$ cat config.mk
export PLATFORM = sky130hd
export DESIGN_NAME = rf3_rank
export DESIGN_NICKNAME = d
export VERILOG_FILES = /design/src/hw/rtl/rf3_pkg.sv /design/src/hw/rtl/rf3_rank.sv
export SDC_FILE = /design/constraint.sdc
export NUM_CORES = 1
export LEC_CHECK = 0
export BUFFER_PORTS_ARGS = -buffer_cell sky130_fd_sc_hd__buf_2
export CAP_MARGIN = 20
export CORE_MARGIN = 10
export CORE_UTILIZATION = 55
export DETAILED_ROUTE_END_ITERATION = 8
export PLACE_DENSITY = 0.87
export SLEW_MARGIN = 15
export SYNTH_ARGS = -nofsm -noshare
export SYNTH_HDL_FRONTEND = slang
export SYNTH_SLANG_ARGS = --single-unit
$ cat constraint.sdc
create_clock -name vclk -period 14.6
set_clock_uncertainty 0.15 [all_clocks]
set_input_delay 0 -clock vclk [all_inputs]
set_output_delay 0 -clock vclk [all_outputs]
set_load 0.005 [all_outputs]
$ cat src/hw/rtl/rf3_pkg.sv
// rf3_pkg: shared types, constants and helpers for the 3x3 rank filter.
// Used by every module of the rank_filter_3x3 block; depends on nothing else.

package rf3_pkg;

    // Geometry and field widths
    localparam int MAX_WIDTH   = 1024;
    localparam int ADDR_W      = $clog2(MAX_WIDTH);
    localparam int PIX_W       = 8;
    localparam int WIN_N       = 9;
    localparam int FW_W        = 11;
    localparam int FH_W        = 16;
    localparam int ROW_W       = FH_W + 1;
    localparam int PEND_W      = FW_W;
    localparam int MODE_W      = 2;
    localparam int CFG_IDX_W   = 2;
    localparam int CFG_DATA_W  = 16;

    // Output queue
    localparam int FIFO_DEPTH  = 4;
    localparam int FIFO_PTR_W  = $clog2(FIFO_DEPTH);
    localparam int FIFO_CNT_W  = FIFO_PTR_W + 1;

    // Register indexes
    localparam logic [CFG_IDX_W-1:0] REG_FRAME_WIDTH  = 2'd0;
    localparam logic [CFG_IDX_W-1:0] REG_FRAME_HEIGHT = 2'd1;
    localparam logic [CFG_IDX_W-1:0] REG_RANK_MODE    = 2'd2;

    // Register reset values
    localparam logic [FW_W-1:0]   FRAME_WIDTH_RST  = 11'd640;
    localparam logic [FH_W-1:0]   FRAME_HEIGHT_RST = 16'd480;

    // Rank modes
    localparam logic [MODE_W-1:0] MODE_MIN = 2'd0;
    localparam logic [MODE_W-1:0] MODE_MED = 2'd1;
    localparam logic [MODE_W-1:0] MODE_MAX = 2'd2;

    // Item kinds
    localparam logic KIND_PIXEL = 1'b0;
    localparam logic KIND_DRAIN = 1'b1;

    // floor(sum / 3) as (sum * 683) >> 11, exact for sums up to 765
    localparam int GRAY_RECIP = 683;
    localparam int GRAY_SHIFT = 11;
    localparam int SUM_W      = PIX_W + 2;
    localparam int PROD_W     = 2 * SUM_W;

    typedef logic [PIX_W-1:0] pix_t;
    typedef pix_t [WIN_N-1:0] window_t;

    typedef struct packed {
        pix_t newer;
        pix_t older;
    } line_t;

    typedef struct packed {
        pix_t value;
        logic last;
    } result_t;

    typedef struct packed {
        logic valid;
        logic have;
        logic interior;
        logic last;
    } stage_ctl_t;

    function automatic pix_t gray_of(input pix_t r, input pix_t g, input pix_t b);
        logic [SUM_W-1:0]  sum;
        logic [PROD_W-1:0] prod;
        sum  = SUM_W'(r) + SUM_W'(g) + SUM_W'(b);
        prod = PROD_W'(sum) * PROD_W'(GRAY_RECIP);
        return prod[GRAY_SHIFT +: PIX_W];
    endfunction

endpackage

$ cat src/hw/rtl/rf3_rank.sv
// rf3_rank: minimum, median or maximum of a 3x3 window, or its center on the border.
// Pure combinational; uses rf3_pkg.

module rf3_rank (
    input  rf3_pkg::window_t           window,
    input  logic [rf3_pkg::MODE_W-1:0] mode,
    input  logic                       interior,
    output rf3_pkg::pix_t              value
);
    import rf3_pkg::*;

    function automatic pix_t min2(input pix_t a, input pix_t b);
        return (a < b) ? a : b;
    endfunction

    function automatic pix_t max2(input pix_t a, input pix_t b);
        return (a > b) ? a : b;
    endfunction

    function automatic pix_t med3(input pix_t a, input pix_t b, input pix_t c);
        return max2(min2(a, b), min2(max2(a, b), c));
    endfunction

    pix_t row_lo  [3];
    pix_t row_mid [3];
    pix_t row_hi  [3];
    pix_t win_min;
    pix_t win_max;
    pix_t win_med;

    // Sort each window row
    always_comb
    begin
        for (int k = 0; k < 3; k++)
        begin
            row_lo[k]  = min2(window[k*3], min2(window[k*3+1], window[k*3+2]));
            row_hi[k]  = max2(window[k*3], max2(window[k*3+1], window[k*3+2]));
            row_mid[k] = med3(window[k*3], window[k*3+1], window[k*3+2]);
        end
    end

    // Combine rows: extremes directly, median from the three middle candidates
    assign win_min = min2(row_lo[0], min2(row_lo[1], row_lo[2]));
    assign win_max = max2(row_hi[0], max2(row_hi[1], row_hi[2]));
    assign win_med = med3(max2(row_lo[0], max2(row_lo[1], row_lo[2])),
                          med3(row_mid[0], row_mid[1], row_mid[2]),
                          min2(row_hi[0], min2(row_hi[1], row_hi[2])));

    // Select the center on the border, else by mode; the unused code acts as median
    always_comb
    begin
        if (!interior)
        begin
            value = window[4];
        end
        else
        begin
            case (mode)
                MODE_MIN: value = win_min;
                MODE_MAX: value = win_max;
                default:  value = win_med;
            endcase
        end
    end

endmodule

Word-level counts from Yosys, hierarchy flattened
Cells that the tools add are included.

Word-level logic and storage cells: 84. Bits in registers: 0. Bits of input ports: 75. Output and inout bits: 8.

Multiplexer cells: 42. $lt $le $gt $ge: 40. Equality and inequality tests: 1. Reductions and logical operators: 1.

Operators with widths (count): $mux 8 (41); $gt 8x8->1 (20); $lt 8x8->1 (20); $pmux 8 s2 (1); $eq 2x2->1 const B (1); $logic_not 2->1 (1).

Logic depth before layout (Yosys ltp)
Depth after elaboration: 20. Mapped depth: 95. Gate-level depth less buffers: 88.

Worst setup path before layout
Ideal clock, no wire load.

Kind: in2out. From: input window[33] (netlist bit). To: output value[2]. Buffers on the path: 7. Required time: 14.450 ns. Stages: 88. Setup slack: -1.370 ns. Data arrival time: 15.820 ns. Cell sequence: clkbuf_1 -> inv_1 -> ha_1 -> nor2b_1 -> o211ai_1 -> a21oi_1 -> o21ai_0 -> clkbuf_1 -> nand2_1 -> o21ai_0 -> ha_1 -> a21oi_1 -> o21ai_0 -> or3b_2 -> clkbuf_1 -> o21ai_4 -> mux2i_1 -> ha_1 -> (+52 left out) -> ha_1 -> a2111oi_0 -> a21boi_0 -> a31oi_1 -> o21a_1 -> buf_2 -> a21oi_1 -> ha_1 -> o21a_1 -> o21ai_0 -> nand2b_1 -> a21oi_1 -> o21ai_0 -> o31a_1 -> clkbuf_1 -> nor2_1 -> mux2i_1 -> o2bb2ai_1.

Cells in the longest elaborated chain, start to end: 20. Elaborated cells between the ends (all ways): 50. Classes of those cells: 24 x order compare; 26 x mux.

RTL lines: from (decl) (line rf3_rank.sv:5) `input rf3_pkg::window_t window,`; $gt 8x8->1 (line rf3_rank.sv:17) `return (a > b) ? a : b;`; $mux 8 (line rf3_rank.sv:17); $lt 8x8->1 (line rf3_rank.sv:13) `return (a < b) ? a : b;`; $mux 8 (line rf3_rank.sv:13); $gt 8x8->1 (line rf3_rank.sv:17); $mux 8 (line rf3_rank.sv:17); $gt 8x8->1 (line rf3_rank.sv:17); $mux 8 (line rf3_rank.sv:17); (+4 left out); $gt 8x8->1 (line rf3_rank.sv:17); $mux 8 (line rf3_rank.sv:17); $lt 8x8->1 (line rf3_rank.sv:13); $mux 8 (line rf3_rank.sv:13); $gt 8x8->1 (line rf3_rank.sv:17); $mux 8 (line rf3_rank.sv:17); $pmux 8 s2 * (line rf3_rank.sv:58) `case (mode)`; $mux 8 * (line rf3_rank.sv:52) `if (!interior)`; to (decl) (line rf3_rank.sv:8) `output rf3_pkg::pix_t value`.

Mark *: on every way between the ends. The rest lies on a longest branch, timed or not.

Worst setup path in the final report
From: input window[34] (netlist bit). To: output value[1].

The elaborated chain is that of the path after synthesis.

==> reports/results.txt <==
cts hold-fix bufs: 0
Final Util: 73.4%
DP HPWL: 30400 µm
area post-placement: 11900 µm²
failing checks: design-rule violations, negative setup slack
Final Slew Violations: 0
Buffers on Ports: 83
Core ar.: 17800 µm²
Crit path largest cell delay: 400 ps
Mapped Area: 9940 µm²
clock buffers: 0
share of layout cells above drive strength 1: 29.4%
fin area: 13100 µm²
final worst slack: -559 ps
Critical Path Fanout Max: 8
pin count of the biggest net entering global routing: 24
post-synthesis sequential area ratio: 0%
IO Count: 83
routed len/inst: 20.7 µm
Multi-input gate area: 10200 µm²
Worst Setup SP: window[34]
ANT nets after route: 0
Mapped Avg Cell Area: 6.83 µm²
Synth Warn #: 0
crit path kind: primary input to primary output
FF+latch area: 0 µm²
Final Setup Violations: 8
CP endpoint: value[1]
first-pass GRT wire length: 56300 µm
Total Routed Length: 40100 µm
most used cell, CP: ha_1
vias per inst: 6.64
Die Width: 154 µm
Fin. Hold Viols: 0
run status: finished, violations left
Yosys top cell area share: 27.8%
synth top area cells: ha_1, mux2i_1, a21oi_1
Max Clock Freq: 66.0 MHz
Max Cap Viol: 0
drt drc: 1
Req. time, crit path: 14450 ps
Worst setup SP type: primary input
synthesized net count: 1751
Yosys cell types: 75
area grow syn2layout: 31.7%
slowest CP cell: or3b_4
sequential cell count: 0
RSZ-0062 raised after global routing: yes
Initial DRC Count: 1251
CP delay by family, top: compound AO/OA/AOI/OAI gates
n_diodes: 0
Syn Inst Count: 1455
FILL cells: 1262
placer congestion estimate: 1.03
die area: 23800 µm²
cell taking the most area after synthesis: ha_1
Arrival @ worst endpoint: 15010 ps
Hold Path Class: primary input to primary output
drt first pass iters: 9
Vias: 12889
Tcrit/Tclk final: 104%
worst path buffer plus inverter count: 15
crit path capture type: primary output
Worst Tran Pin Value: 1030 ps
Total Routing Usage GR: 27.6%
Slew HR: 31.6%
vias in the first global route: 11716
# rows: 49
gr ovfl total: 0
NumNets Final: 2010
WHS: 378 ps
initial antenna violation count: 0
chip height: 154 µm
WP depth: 86
Tmin final: 15160 ps
Starting Density: 55.7%
## how the worst min path moves through the flow
| stage | startpoint | endpoint | depth (start not counted) |
|---|---|---|---|
| after floorplan | window[34] | value[2] | 2 |
| after global placement | interior | value[3] | 4 |
| after detailed placement | mode[0] | value[4] | 5 |
| after CTS | mode[0] | value[4] | 5 |
| after global routing | mode[0] | value[0] | 4 |
| final | mode[0] | value[4] | 5 |
## worst min-delay path, cell delays in order
cell and delay (ps):
buf_2 160, o21ai_0 90, a31oi_1 40, o2bb2ai_1 110
buf_2 120
## Yosys cell counts, types with 7 or more instances
master and instances:
a211oi_1 9, a21o_1 46, a21oi_1 164, a31oi_1 17, and3_1 8, and4_1 8, clkbuf_1 30, ha_1 221
inv_1 150, mux2_2 30, mux2i_1 103, nand2_1 120, nand2b_1 10, nand3_1 31, nand4_1 26, nor2_1 147
nor2b_1 19, nor3_1 14, o211ai_1 14, o21a_1 30, o21ai_0 108, o21ai_1 8, o21bai_1 12, o22ai_1 8
o2bb2ai_1 7, or2_2 11, or3_1 7
## per-stage QoR
stage / cells / setup WS [ps] / TNS [ps]
floorplan: 1455 / 6.84 / 0
CTS: 1902 / 1.31 / 0
global placement: 1889 / -117 / -482
global route: 1941 / -1230 / -9450
finish: 1941 / -559 / -4160
detailed placement: 1889 / -552 / -3970
## logic make-up after synthesis
| group | Yosys count | share of synthesized area [%] |
|---|---|---|
| AO/OA/AOI/OAI | 485 | 30.8 |
| AND/OR/NAND/NOR | 425 | 19.9 |
| adder cells (fa/ha/maj) | 222 | 27.9 |
| buffers and inverters | 186 | 7.06 |
| multiplexers | 136 | 14.2 |
| XOR/XNOR | 1 | 0.0881 |
## metal layers
layer  wire [µm]  global-route usage (%)  vias up  part of all wire, %
met5           0                       0        -                    0
met4        3190                    15.0        0                  8.0
met3        3550                    2.72      276                  8.9
met2       18800                    48.7      805                   47
met1       14600                    32.0     5927                   36
li1            -                       -     5881                    -
## cell type report
type	count	share of cell area (%)
well taps	229	2.19
inverters	151	4.37
repair buffers	292	15.7
multi-input cells	1269	77.7
## repair_timing
| item | CTS | global route |
|---|---|---|
| gates cloned | 1 | 1 |
| pin swaps | 16 | 79 |
| gates resized for setup | 38 | 155 |
| endpoints found under the setup margin | 8 | 8 |
| setup buffers | 12 | 36 |
## cells in the final DEF, fill, tap and decap left out, types with 46 or more instances in the layout
master / n
a21o_1: 46
a21oi_1: 143
buf_2: 83
buf_4: 196
ha_1: 202
inv_1: 138
mux2i_1: 85
nand2_1: 113
nor2_1: 132
o21ai_0: 83
Power is not shown: default switching activity piles up to over one toggle a cycle in this logic, so the estimate is an artifact.
