===== src/hw/rtl/rf3_pkg.sv =====
// rf3_pkg: shared types, constants and helpers for the 3x3 rank filter.
// Used by every module of the rank_filter_3x3 block; depends on nothing else.

package rf3_pkg;

    // Geometry and field widths
    localparam int MAX_WIDTH   = 1024;
    localparam int ADDR_W      = $clog2(MAX_WIDTH);
    localparam int PIX_W       = 8;
    localparam int WIN_N       = 9;
    localparam int FW_W        = 11;
    localparam int FH_W        = 16;
    localparam int ROW_W       = FH_W + 1;
    localparam int PEND_W      = FW_W;
    localparam int MODE_W      = 2;
    localparam int CFG_IDX_W   = 2;
    localparam int CFG_DATA_W  = 16;

    // Output queue
    localparam int FIFO_DEPTH  = 4;
    localparam int FIFO_PTR_W  = $clog2(FIFO_DEPTH);
    localparam int FIFO_CNT_W  = FIFO_PTR_W + 1;

    // Register indexes
    localparam logic [CFG_IDX_W-1:0] REG_FRAME_WIDTH  = 2'd0;
    localparam logic [CFG_IDX_W-1:0] REG_FRAME_HEIGHT = 2'd1;
    localparam logic [CFG_IDX_W-1:0] REG_RANK_MODE    = 2'd2;

    // Register reset values
    localparam logic [FW_W-1:0]   FRAME_WIDTH_RST  = 11'd640;
    localparam logic [FH_W-1:0]   FRAME_HEIGHT_RST = 16'd480;

    // Rank modes
    localparam logic [MODE_W-1:0] MODE_MIN = 2'd0;
    localparam logic [MODE_W-1:0] MODE_MED = 2'd1;
    localparam logic [MODE_W-1:0] MODE_MAX = 2'd2;

    // Item kinds
    localparam logic KIND_PIXEL = 1'b0;
    localparam logic KIND_DRAIN = 1'b1;

    // floor(sum / 3) as (sum * 683) >> 11, exact for sums up to 765
    localparam int GRAY_RECIP = 683;
    localparam int GRAY_SHIFT = 11;
    localparam int SUM_W      = PIX_W + 2;
    localparam int PROD_W     = 2 * SUM_W;

    typedef logic [PIX_W-1:0] pix_t;
    typedef pix_t [WIN_N-1:0] window_t;

    typedef struct packed {
        pix_t newer;
        pix_t older;
    } line_t;

    typedef struct packed {
        pix_t value;
        logic last;
    } result_t;

    typedef struct packed {
        logic valid;
        logic have;
        logic interior;
        logic last;
    } stage_ctl_t;

    function automatic pix_t gray_of(input pix_t r, input pix_t g, input pix_t b);
        logic [SUM_W-1:0]  sum;
        logic [PROD_W-1:0] prod;
        sum  = SUM_W'(r) + SUM_W'(g) + SUM_W'(b);
        prod = PROD_W'(sum) * PROD_W'(GRAY_RECIP);
        return prod[GRAY_SHIFT +: PIX_W];
    endfunction

endpackage


===== src/hw/rtl/rf3_out_fifo.sv =====
// rf3_out_fifo: small result queue that decouples the pipeline from the receiver.
// Uses rf3_pkg for the result type and depth.

module rf3_out_fifo (
    input  logic                           clk,
    input  logic                           rst_n,
    input  logic                           push,
    input  rf3_pkg::result_t               push_data,
    output logic                           pop_valid,
    input  logic                           pop_ready,
    output rf3_pkg::result_t               pop_data,
    output logic [rf3_pkg::FIFO_CNT_W-1:0] count
);
    import rf3_pkg::*;

    result_t                 mem_reg [FIFO_DEPTH];
    logic [FIFO_PTR_W-1:0]   wr_ptr_reg;
    logic [FIFO_PTR_W-1:0]   rd_ptr_reg;
    logic [FIFO_CNT_W-1:0]   count_reg;
    logic [FIFO_CNT_W-1:0]   count_next;
    logic                    pop;

    assign pop_valid = (count_reg != '0);
    assign pop       = pop_valid && pop_ready;
    assign pop_data  = mem_reg[rd_ptr_reg];
    assign count     = count_reg;

    always_comb
    begin
        count_next = count_reg + FIFO_CNT_W'(push) - FIFO_CNT_W'(pop);
    end

    // Advance pointers and occupancy
    always_ff @(posedge clk or negedge rst_n)
    begin
        if (!rst_n)
        begin
            wr_ptr_reg <= '0;
            rd_ptr_reg <= '0;
            count_reg  <= '0;
        end
        else
        begin
            if (push)
            begin
                wr_ptr_reg <= wr_ptr_reg + FIFO_PTR_W'(1);
            end
            if (pop)
            begin
                rd_ptr_reg <= rd_ptr_reg + FIFO_PTR_W'(1);
            end
            count_reg <= count_next;
        end
    end

    // Store the pushed beat
    always_ff @(posedge clk)
    begin
        if (push)
        begin
            mem_reg[wr_ptr_reg] <= push_data;
        end
    end

endmodule


===== config.mk =====
export PLATFORM = sky130hd
export DESIGN_NAME = rf3_out_fifo
export DESIGN_NICKNAME = d
export VERILOG_FILES = /design/src/hw/rtl/rf3_pkg.sv /design/src/hw/rtl/rf3_out_fifo.sv
export SDC_FILE = /design/constraint.sdc
export NUM_CORES = 1
export LEC_CHECK = 0
export ABC_AREA = 1
export BUFFER_PORTS_ARGS = -buffer_cell sky130_fd_sc_hd__buf_2
export CORE_UTILIZATION = 60
export DETAILED_ROUTE_END_ITERATION = 10
export GPL_ROUTABILITY_DRIVEN = 1
export PLACE_DENSITY = 0.94
export SYNTH_ARGS = -nofsm -noshare
export SYNTH_HDL_FRONTEND = slang
export SYNTH_SLANG_ARGS = --single-unit

===== constraint.sdc =====
create_clock -name clk -period 3.3 [get_ports clk]
set_input_delay 0.33 -clock clk [delete_from_list [all_inputs] [get_ports clk]]
set_output_delay 0.33 -clock clk [all_outputs]
set_load 0.02 [all_outputs]

Word level (Yosys, flattened, before mapping)
Memories as Yosys holds them, arrays and structs flattened.
Cells that the tools add are included.
Widths: inputs -> output; s select.
{ "word_totals": {"wordCells": 12, "output_inout_bits": 13, "mem_count": 1, "ramBits": 36, "inputBits": 13, "ff_bits": 7} }
{ "memory_table": {"columns": ["memory", "depth", "word_bits", "read_ports", "rd_clocked_by_memory_dff", "write_ports", "line_no", "rtl"], "rows": [
  ["mem_reg", 4, 9, 1, 0, 1, "rf3_out_fifo.sv:16", "result_t mem_reg [FIFO_DEPTH];"]
]} }
{ "classes": {"n_mux": 2, "reduce_logical": 2, "n_addsub": 4} }
{ "op_table": {"columns": ["operator", "count"], "rows": [
  ["$add 2x1->2 const B", 2],
  ["$add 3x1->3", 1],
  ["$reduce_bool 3->1", 1],
  ["$sub 3x1->3", 1],
  ["$mux 1", 2],
  ["$logic_and 1x1->1", 1]
]} }

Depth between registers and ports, before layout
Gate-level depths: netlist (run 1).
{ "logic_depth": {"word_depth": 3, "mapped_depth": 11, "depth_no_buf": 11} }

Worst setup path before layout (run 1)
OpenSTA, ideal clock, no wires.
{ "synth_timing": {"kind": "reg2reg", "startpoint": "register count_reg[1], in the netlist count[1]", "endpoint": "register count_reg[2], in the netlist count[2]", "slack_ns": 1.130, "stages_incl_launch_ff": 12, "arrival_ns": 2.053, "period_less_slack_ns": 2.170, "cell_sequence": "dfrtp_1 > nor2_1 > nand2_1 > nand2_1 > inv_1 > ha_1 > inv_1 > ha_1 > fa_1 > xor2_1 > nand2_1 > nand2_1"} }
{ "synth_between": {"elab_chain_cells": 3, "word_cells_on_any_way": 4} }
{ "synth_rtl": {"columns": ["item", "line_no", "rtl"], "rows": [
  ["start, declared", "rf3_out_fifo.sv:19", "logic [FIFO_CNT_W-1:0] count_reg;"],
  ["start signal, assigned", "rf3_out_fifo.sv:52", "count_reg <= count_next;"],
  ["$reduce_bool 3->1", "rf3_out_fifo.sv:23", "assign pop_valid = (count_reg != '0);"],
  ["net pop_valid", "rf3_out_fifo.sv:9", "output logic pop_valid,"],
  ["$logic_and 1x1->1", "rf3_out_fifo.sv:24", "assign pop = pop_valid && pop_ready;"],
  ["net pop", "rf3_out_fifo.sv:21", "logic pop;"],
  ["$sub 3x1->3", "rf3_out_fifo.sv:30", "count_next = count_reg + FIFO_CNT_W'(push) - FIFO_CNT_W'(pop);"],
  ["net count_next[2]", "rf3_out_fifo.sv:20", "logic [FIFO_CNT_W-1:0] count_next;"]
]} }
The timed path passes the listed nets, and every way through them passes these cells.
A chain may end at the register's enable or synchronous reset.

==> impl_metrics.json, run 1 <==
{
  "finalHoldViolations": 0,
  "worstHoldPathType": "in -> reg",
  "postPlaceCellArea_sq_um": 1970,
  "globalplace.congestion": 0.708,
  "core_area_sq_um": 2830,
  "cts-root-buf": "clkbuf_4",
  "final_cell_mix": "nand2_1, edfxtp_1, buf_2, inv_1, nor2_1",
  "slew_headroom": 0.408,
  "boundaryPins": 26,
  "p_int_uw": 1050,
  "crit_family": "flip-flops",
  "cts_resized": 0,
  "critical_path_class": "reg -> out",
  "drive_above_1_share": 0.170,
  "tightestPinTransition_ns": 0.887,
  "max-clock-path-buffers": 2,
  "worst_slack_ns": 0.937,
  "path_max_fanout": 30,
  "rr_worst_depth": 11,
  "final_common_cell": "nand2_1",
  "critPathCaptureType": "primary output",
  "die_y_microns": 57.3,
  "syn_nets": 185,
  "dr.pass1.iters": 10,
  "holdPathEnd": "mem_reg[0][6]",
  "netlist_instances": 165,
  "slowest_stage": "dfrtp_1",
  "num-fill-cells": 196,
  "fmax_mhz": 423,
  "area_growth_pct": 10.7,
  "grt_use_total": 0.224,
  "cp.arrival_ns": 2.03,
  "critPathBufInv": 2,
  "finalCriticalPeriod_ns": 2.36,
  "post-place-ws_ns": 1.20,
  "min_from": "push_data[6]",
  "gr-total-overflow": 0,
  "die_area_sq_um": 3280,
  "slowest_delay_ns": 0.94,
  "min_delay_path_depth": 1,
  "grt_pass1_wl_mm": 5.23,
  "critPathLaunchType": "flop",
  "routed_via_density": 5.16,
  "antenna_found_initial": 0,
  "violations": "design-rule violations",
  "netlist_area_sq_um": 1830,
  "grt_max_degree": 31,
  "tns_ns": 0,
  "cts_sinks": 43,
  "drv_cap": 0,
  "synthArstFlopShare": 0.163,
  "critical_path_required_ns": 2.97,
  "synth_cell_types": 17,
  "timing.rr.start": "count[1]",
  "finalSetupViolCount": 0,
  "grt_setup_unrepaired": "no",
  "largest_reg_flops": 36,
  "post-route-period-util": 0.716,
  "dieWidth_microns": 57.3,
  "portBuffers": 25,
  "combPwrFrac": 0.405,
  "crit_chain": "inv_2, o21ai_1, nand2_1, buf_2",
  "wl_mm": 3.08,
  "powerDensity_nw_per_um2": 879,
  "p_seq_frac": 0.465,
  "ant_nets": 0,
  "avgSynthCellArea_sq_um": 11.1,
  "status": "finished with violations",
  "cts_tree": "yes",
  "dp_hpwl_mm": 2.15,
  "r2r_slack_ns": 1.17,
  "ys_seq_elements": 43,
  "insertedDiodeCount": 0,
  "leakagePower_uw": 0.000923,
  "drc": 2,
  "start_util": 0.648,
  "ir_worst_vdd_mv": 0.655,
  "fin_util": 0.717,
  "htreeDepth": 2,
  "rows": 19,
  "pwr-share-clk": 0.130,
  "ys_seq_area_frac": 0.685,
  "yosysWarnings": 0,
  "cts-buffers-inserted": 5,
  "holdBufCountCts": 1,
  "cts_setup_buffers": 0,
  "grt_pass1_vias": 1157,
  "slew_violations": 0,
  "synth_edf_count": 36,
  "wl_per_cell_microns": 13.7,
  "clock_latency_ns": 0.34,
  "drtIter0Drc": 67,
  "skew_ns": 0.00843,
  "power_uw": 1780,
  "clk_pin_slew_ns": 0.11,
  "swShare": 0.411,
  "switchingPower_uw": 732,
  "num_vias": 1161,
  "fin_nets": 213,
  "design_area_sq_um": 2030,
  "synthFlopType": "edfxtp_1",
  "r2r_end": "count[2]"
}
==> cell families after synthesis <==
group	count (synthesis)	share of synthesized area
and+or+nand+nor	64	0.132
buffers and inverters	29	0.0642
AOI/OAI and AO/OA	19	0.0519
xor gates and xnor gates	3	0.0143
adders and majority gates	7	0.0519
DFF	43	0.685
==> metal layers <==
metal  global-route usage  share of wire
met5                    0              0
met4                0.136          0.024
met3               0.0499          0.046
met2                0.375           0.51
met1                0.267           0.42
==> power by group through the flow <==
stage	logic (uW)	registers, uW	clock network, uW
finish	722	829	233
global placement	681	830	0
floorplan	540	808	0
global route	818	846	262
detailed placement	726	841	0
CTS	730	829	241
==> cell usage after synthesis (2+ instances only) <==
cell      count  share of area
nor2_1       19          0.039
ha_1          6          0.041
inv_2         2         0.0041
buf_2         3         0.0082
xor2_1        2         0.0096
dfrtp_1       7          0.096
inv_1        21          0.043
edfxtp_1     36           0.59
nand3_1       2         0.0055
o21ai_0       4          0.011
nand2_1      43          0.088
o21ai_1      15          0.041
==> cell type report <==
class	instances	area, sq um	share of cell area
flip-flops and latches	43	1260	0.619
inverters	24	90.1	0.0444
clock buffers	7	45.0	0.0222
well taps	31	38.8	0.0191
repair buffers	26	135	0.0666
multi-input cells	93	459	0.226
clock inverters	1	5.00	0.00247
==> worst max-delay path by stage <==
stage                       start     endpoint  slack [ns]  depth (start not counted)
finish              rd_ptr_reg[0]  pop_data[1]        0.94                          4
global route        rd_ptr_reg[0]  pop_data[1]        0.79                          4
CTS                 rd_ptr_reg[0]  pop_data[1]        0.94                          4
detailed placement       count[1]     count[2]        1.20                         11
global placement         count[1]     count[2]        1.35                         11
floorplan                count[1]     count[2]        1.13                         11
==> metrics by stage <==
stage          cells  hold WS [ns]
6_report         225         0.194
5_1_grt          225         0.174
4_1_cts          225         0.182
3_5_place_dp     216         0.170
3_3_place_gp     216         0.165
2_1_floorplan    165        0.0344
Note: power is estimated with default switching activity, not from simulation.
==> inputs of run 2 (changes only) <==
Settings changed: CORE_UTILIZATION 60 to 50, PLACE_DENSITY 0.94 to 0.85.
Clock period 3.3 ns to 2 ns, I/O delays scaled along.
==> impl_metrics.json, run 2 (synthesis results as in run 1) <==
{
  "slowest_stage": "dfrtp_2",
  "area_growth_pct": 17.2,
  "wl_mm": 2.97,
  "fin_util": 0.629,
  "die_y_microns": 62.5,
  "clock_latency_ns": 0.35,
  "tns_ns": 0,
  "slowest_delay_ns": 0.44,
  "critPathBufInv": 2,
  "grt_pass1_wl_mm": 4.90,
  "antenna_found_initial": 0,
  "post-route-period-util": 0.971,
  "critical_path_class": "reg -> reg",
  "rows": 21,
  "design_area_sq_um": 2150,
  "dp_hpwl_mm": 1.86,
  "crit_chain": "nor2_2, nand2_2, nand2_2, inv_2, ha_4, inv_2, ha_4, fa_2, xor2_1, nand2_1, nand2_1",
  "crit_family": "adder cells",
  "grt_setup_unrepaired": "yes",
  "cts_sinks": 43,
  "die_area_sq_um": 3910,
  "ant_nets": 0,
  "cts-buffers-inserted": 5,
  "fmax_mhz": 515,
  "slew_headroom": 0.728,
  "critPathCaptureType": "flop",
  "rr_worst_depth": 11,
  "placedCellCount": 232,
  "powerDensity_nw_per_um2": 1490,
  "final_common_cell": "nand2_1",
  "slew_violations": 0,
  "path_max_fanout": 5,
  "r2r_end": "count[2]",
  "finalCriticalPeriod_ns": 1.94,
  "critical_path_required_ns": 2.24,
  "critPathLaunch": "count[1]",
  "final_cells": 243,
  "htreeDepth": 2,
  "max-clock-path-buffers": 2,
  "largest_reg_flops": 36,
  "final_cell_mix": "nand2_1, edfxtp_1, buf_2, inv_1, nor2_1",
  "gr-total-overflow": 0,
  "postPlaceCellArea_sq_um": 2000,
  "fin_nets": 216,
  "routed_via_density": 4.77,
  "status": "finished, final reports clean",
  "worstHoldPathType": "in -> reg",
  "cts-root-buf": "clkbuf_4",
  "num_vias": 1159,
  "cp.arrival_ns": 2.18,
  "globalplace.congestion": 0.717,
  "finalHoldViolations": 0,
  "post-place-ws_ns": 0.0430,
  "clk_pin_slew_ns": 0.13,
  "drtIter0Drc": 61,
  "grt_pass1_vias": 1067,
  "endpoint": "count[2]",
  "drc": 0,
  "timing.rr.start": "count[1]",
  "skew_ns": 0.0123,
  "dr.pass1.iters": 4,
  "path_depth": 11,
  "finalSetupViolCount": 0,
  "portBuffers": 25,
  "dieWidth_microns": 62.5,
  "grt_max_degree": 20,
  "drive_above_1_share": 0.254,
  "leakagePower_uw": 0.000952,
  "r2r_slack_ns": 0.06,
  "boundaryPins": 26,
  "ir_worst_vdd_mv": 0.844,
  "insertedDiodeCount": 0,
  "wl_per_cell_microns": 12.2,
  "critPathLaunchType": "flop",
  "core_area_sq_um": 3420,
  "worst_slack_ns": 0.0574,
  "cts_tree": "yes",
  "num-fill-cells": 247,
  "grt_use_total": 0.173,
  "tightestPinTransition_ns": 0.408,
  "start_util": 0.537,
  "drv_cap": 0
}
## run 2: cell type report
type | count | area [sq um] | share of cell area
Tap cell | 46 | 57.6 | 0.0268
Sequential cell | 43 | 1260 | 0.586
Timing Repair Buffer | 29 | 158 | 0.0734
Multi-Input combinational cell | 93 | 502 | 0.234
Inverter | 24 | 90.1 | 0.0419
Clock inverter | 3 | 43.8 | 0.0204
Clock buffer | 5 | 37.5 | 0.0175
## run 2: per-stage QoR
step                hold slack, ns  power (uW)
floorplan                  -0.0956        2240
global placement            0.0443        2540
detailed placement          0.0425        2600
CTS                         0.0484        3120
global route                0.0171        3470
finish                      0.0530        3210
## run 2: repair_timing
action | 4_1_cts | 5_1_grt
setup buffers | 0 | 2
endpoints found under the setup margin | 0 | 8
endpoints found under the hold margin | 7 | 0
hold buffers | 1 | 0
resized for setup | 0 | 9
## run 2: report_power, final
group | total [uW] | internal (uW) | switching [uW]
logic | 1340 | 478 | 862
clock network | 532 | 263 | 268
registers | 1340 | 1200 | 134
total | 3210 | 1950 | 1260
## run 2: worst min-delay path by stage
stage                     cells past startpoint       endpoint          from  slack, ns
after floorplan                               0       count[0]         rst_n       -0.1
after detailed placement                      1       count[2]         rst_n       0.04
after global placement                        1  wr_ptr_reg[0]         rst_n       0.04
final                                         1  mem_reg[0][0]  push_data[0]       0.05
after global routing                          1  mem_reg[0][5]  push_data[5]       0.02
after CTS                                     1  mem_reg[0][5]  push_data[5]       0.05
## run 2: per-layer routing
layer | global-route usage | wire length (microns) | share of wire | vias to the layer above
met1 | 0.204 | 1210 | 0.41 | 536
met2 | 0.287 | 1550 | 0.52 | 31
met5 | 0 | 0 | 0 | -
met4 | 0.0698 | 26 | 0.0088 | 0
met3 | 0.0620 | 175 | 0.059 | 2
li1 | - | - | - | 590
==> inputs of run 3 (changes only) <==
==> constraint.sdc (replaced) <==
create_clock -name clk -period 2 [get_ports clk]
set_input_delay 0.1 -clock clk [delete_from_list [all_inputs] [get_ports clk]]
set_output_delay 0.1 -clock clk [all_outputs]
set_load 0.02 [all_outputs]
==> impl_metrics.json, run 3 (synthesis results as in run 1) <==
{
  "status": "finished, final reports clean",
  "m1WireLength_mm": 1.28,
  "worstHoldPathType": "in -> reg",
  "largest_reg_flops": 36,
  "leakagePower_uw": 0.000968,
  "grt_pass1_vias": 1145,
  "critPathBufInv": 2,
  "wl_mm": 3.02,
  "slowest_delay_ns": 0.42,
  "fin_nets": 225,
  "grt_max_degree": 20,
  "path_max_fanout": 5,
  "max-clock-path-buffers": 2,
  "globalplace.congestion": 0.741,
  "ir_worst_vdd_mv": 0.920,
  "clock_latency_ns": 0.35,
  "grt_pass1_wl_mm": 4.96,
  "r2r_slack_ns": 0.04,
  "dp_hpwl_mm": 1.94,
  "cp.arrival_ns": 2.22,
  "boundaryPins": 26,
  "drive_above_1_share": 0.228,
  "die_area_sq_um": 3910,
  "routed_via_density": 4.64,
  "dr.pass1.iters": 4,
  "gr-total-overflow": 0,
  "drtIter0Drc": 51,
  "timing.hold.ws_ns": 0.0274,
  "dieWidth_microns": 62.5,
  "met3WireLength_microns": 86,
  "slew_violations": 0,
  "critical_path_class": "reg -> reg",
  "fmax_mhz": 510,
  "final_cell_mix": "nand2_1, edfxtp_1, buf_2, inv_1, nor2_1",
  "crit_family": "adder cells",
  "crit_chain": "nor2_2, nand2_2, nand2_2, inv_2, ha_4, inv_1, ha_2, fa_2, xor2_1, nand2_1, nand2_1",
  "final_common_cell": "nand2_1",
  "htreeDepth": 2,
  "cts-buffers-inserted": 5,
  "critPathLaunchType": "flop",
  "wl_per_cell_microns": 12.0,
  "grt_use_total": 0.171,
  "postPlaceCellArea_sq_um": 2000,
  "slowest_stage": "dfrtp_1",
  "critical_path_required_ns": 2.26,
  "drc": 0,
  "ant_nets": 0,
  "portBuffers": 25,
  "cts-root-buf": "clkbuf_4",
  "num-fill-cells": 267,
  "top_layer_used": "met4",
  "tightestPinTransition_ns": 0.407,
  "design_area_sq_um": 2200,
  "cts_sinks": 43,
  "powerDensity_nw_per_um2": 1390,
  "slew_headroom": 0.729,
  "clk_pin_slew_ns": 0.13,
  "num_vias": 1170,
  "finalCriticalPeriod_ns": 1.96,
  "wl_met2_mm": 1.61,
  "antenna_found_initial": 0,
  "area_growth_pct": 20.0,
  "finalHoldViolations": 0,
  "die_y_microns": 62.5,
  "insertedDiodeCount": 0,
  "drv_cap": 0,
  "cts_tree": "yes",
  "rows": 21,
  "finalSetupViolCount": 0,
  "critPathCaptureType": "flop",
  "fin_util": 0.644,
  "post-route-period-util": 0.981,
  "start_util": 0.537,
  "core_area_sq_um": 3420,
  "skew_ns": 0.0103
}
[run 3: cell count changes in the layout (fill, tap and decap cells not counted), sizes merged]
cell / change
bufinv: -1
dlygate4sd3: +9
clkinvlp: +2
inv: +1
clkinv: -2
[run 3: where the power goes]
part | leakage (uW) | switching [uW] | internal (uW) | total [uW]
registers | 0.000412 | 135 | 1200 | 1340
logic | 0.000528 | 843 | 455 | 1300
clock network | 0.0000278 | 283 | 141 | 424
total | 0.000968 | 1260 | 1800 | 3060
[run 3: worst paths after layout]
kind | start | endpoint | cells after the start
worst min-delay path | push | wr_ptr_reg[0] | 2
worst min register to register | rd_ptr_reg[1] | rd_ptr_reg[1] | 2
worst max-delay path | count[0] | count[2] | 11
worst max register to register | count[0] | count[2] | 11
max in group asynchronous | rst_n | count[1] | 2
min in group asynchronous | rst_n | count[2] | 2
[run 3: repair_timing]
item | 4_1_cts | 5_1_grt
setup endpoints to repair | 0 | 6
gates resized for setup | 0 | 5
endpoints found under the hold margin | 43 | 0
buffers inserted | 0 | 2
hold buffers | 10 | 0
[run 3: stage by stage]
step / total power (uW) / instances / worst slack, ns / TNS, ns
3_5_place_dp: 2600 / 232 / 0.0257 / 0
3_3_place_gp: 2540 / 232 / 0.0997 / 0
4_1_cts: 3030 / 250 / 0.00812 / 0
6_report: 3060 / 252 / 0.0382 / 0
5_1_grt: 3300 / 252 / -0.0447 / -0.0447
2_1_floorplan: 2240 / 165 / -0.0142 / -0.0142
[run 3: area by class of cell]
| cell class | instances | area (sq um) | area share |
|---|---|---|---|
| clock buffer | 5 | 37.5 | 0.0171 |
| clock inverter | 3 | 23.8 | 0.0108 |
| inverter | 24 | 90.1 | 0.0410 |
| multi-input combinational | 93 | 484 | 0.220 |
| sequential | 43 | 1260 | 0.572 |
| tap | 46 | 57.6 | 0.0262 |
| timing repair buffer | 38 | 248 | 0.113 |
[run 3: worst register-to-register path: cells and delay by family (launching register included)]
family	cells	cell delay, ns
adder cells (fa/ha/maj)	3	0.79
AND/OR/NAND/NOR	5	0.44
flip-flops	1	0.42
XOR/XNOR	1	0.15
buffers and inverters	2	0.08
[run 3: layer usage]
metal | global-route usage | up-vias
met5 | 0 | -
met2 | 0.304 | 19
met3 | 0.0347 | 4
li1 | - | 610
met1 | 0.191 | 537
met4 | 0.0959 | 0
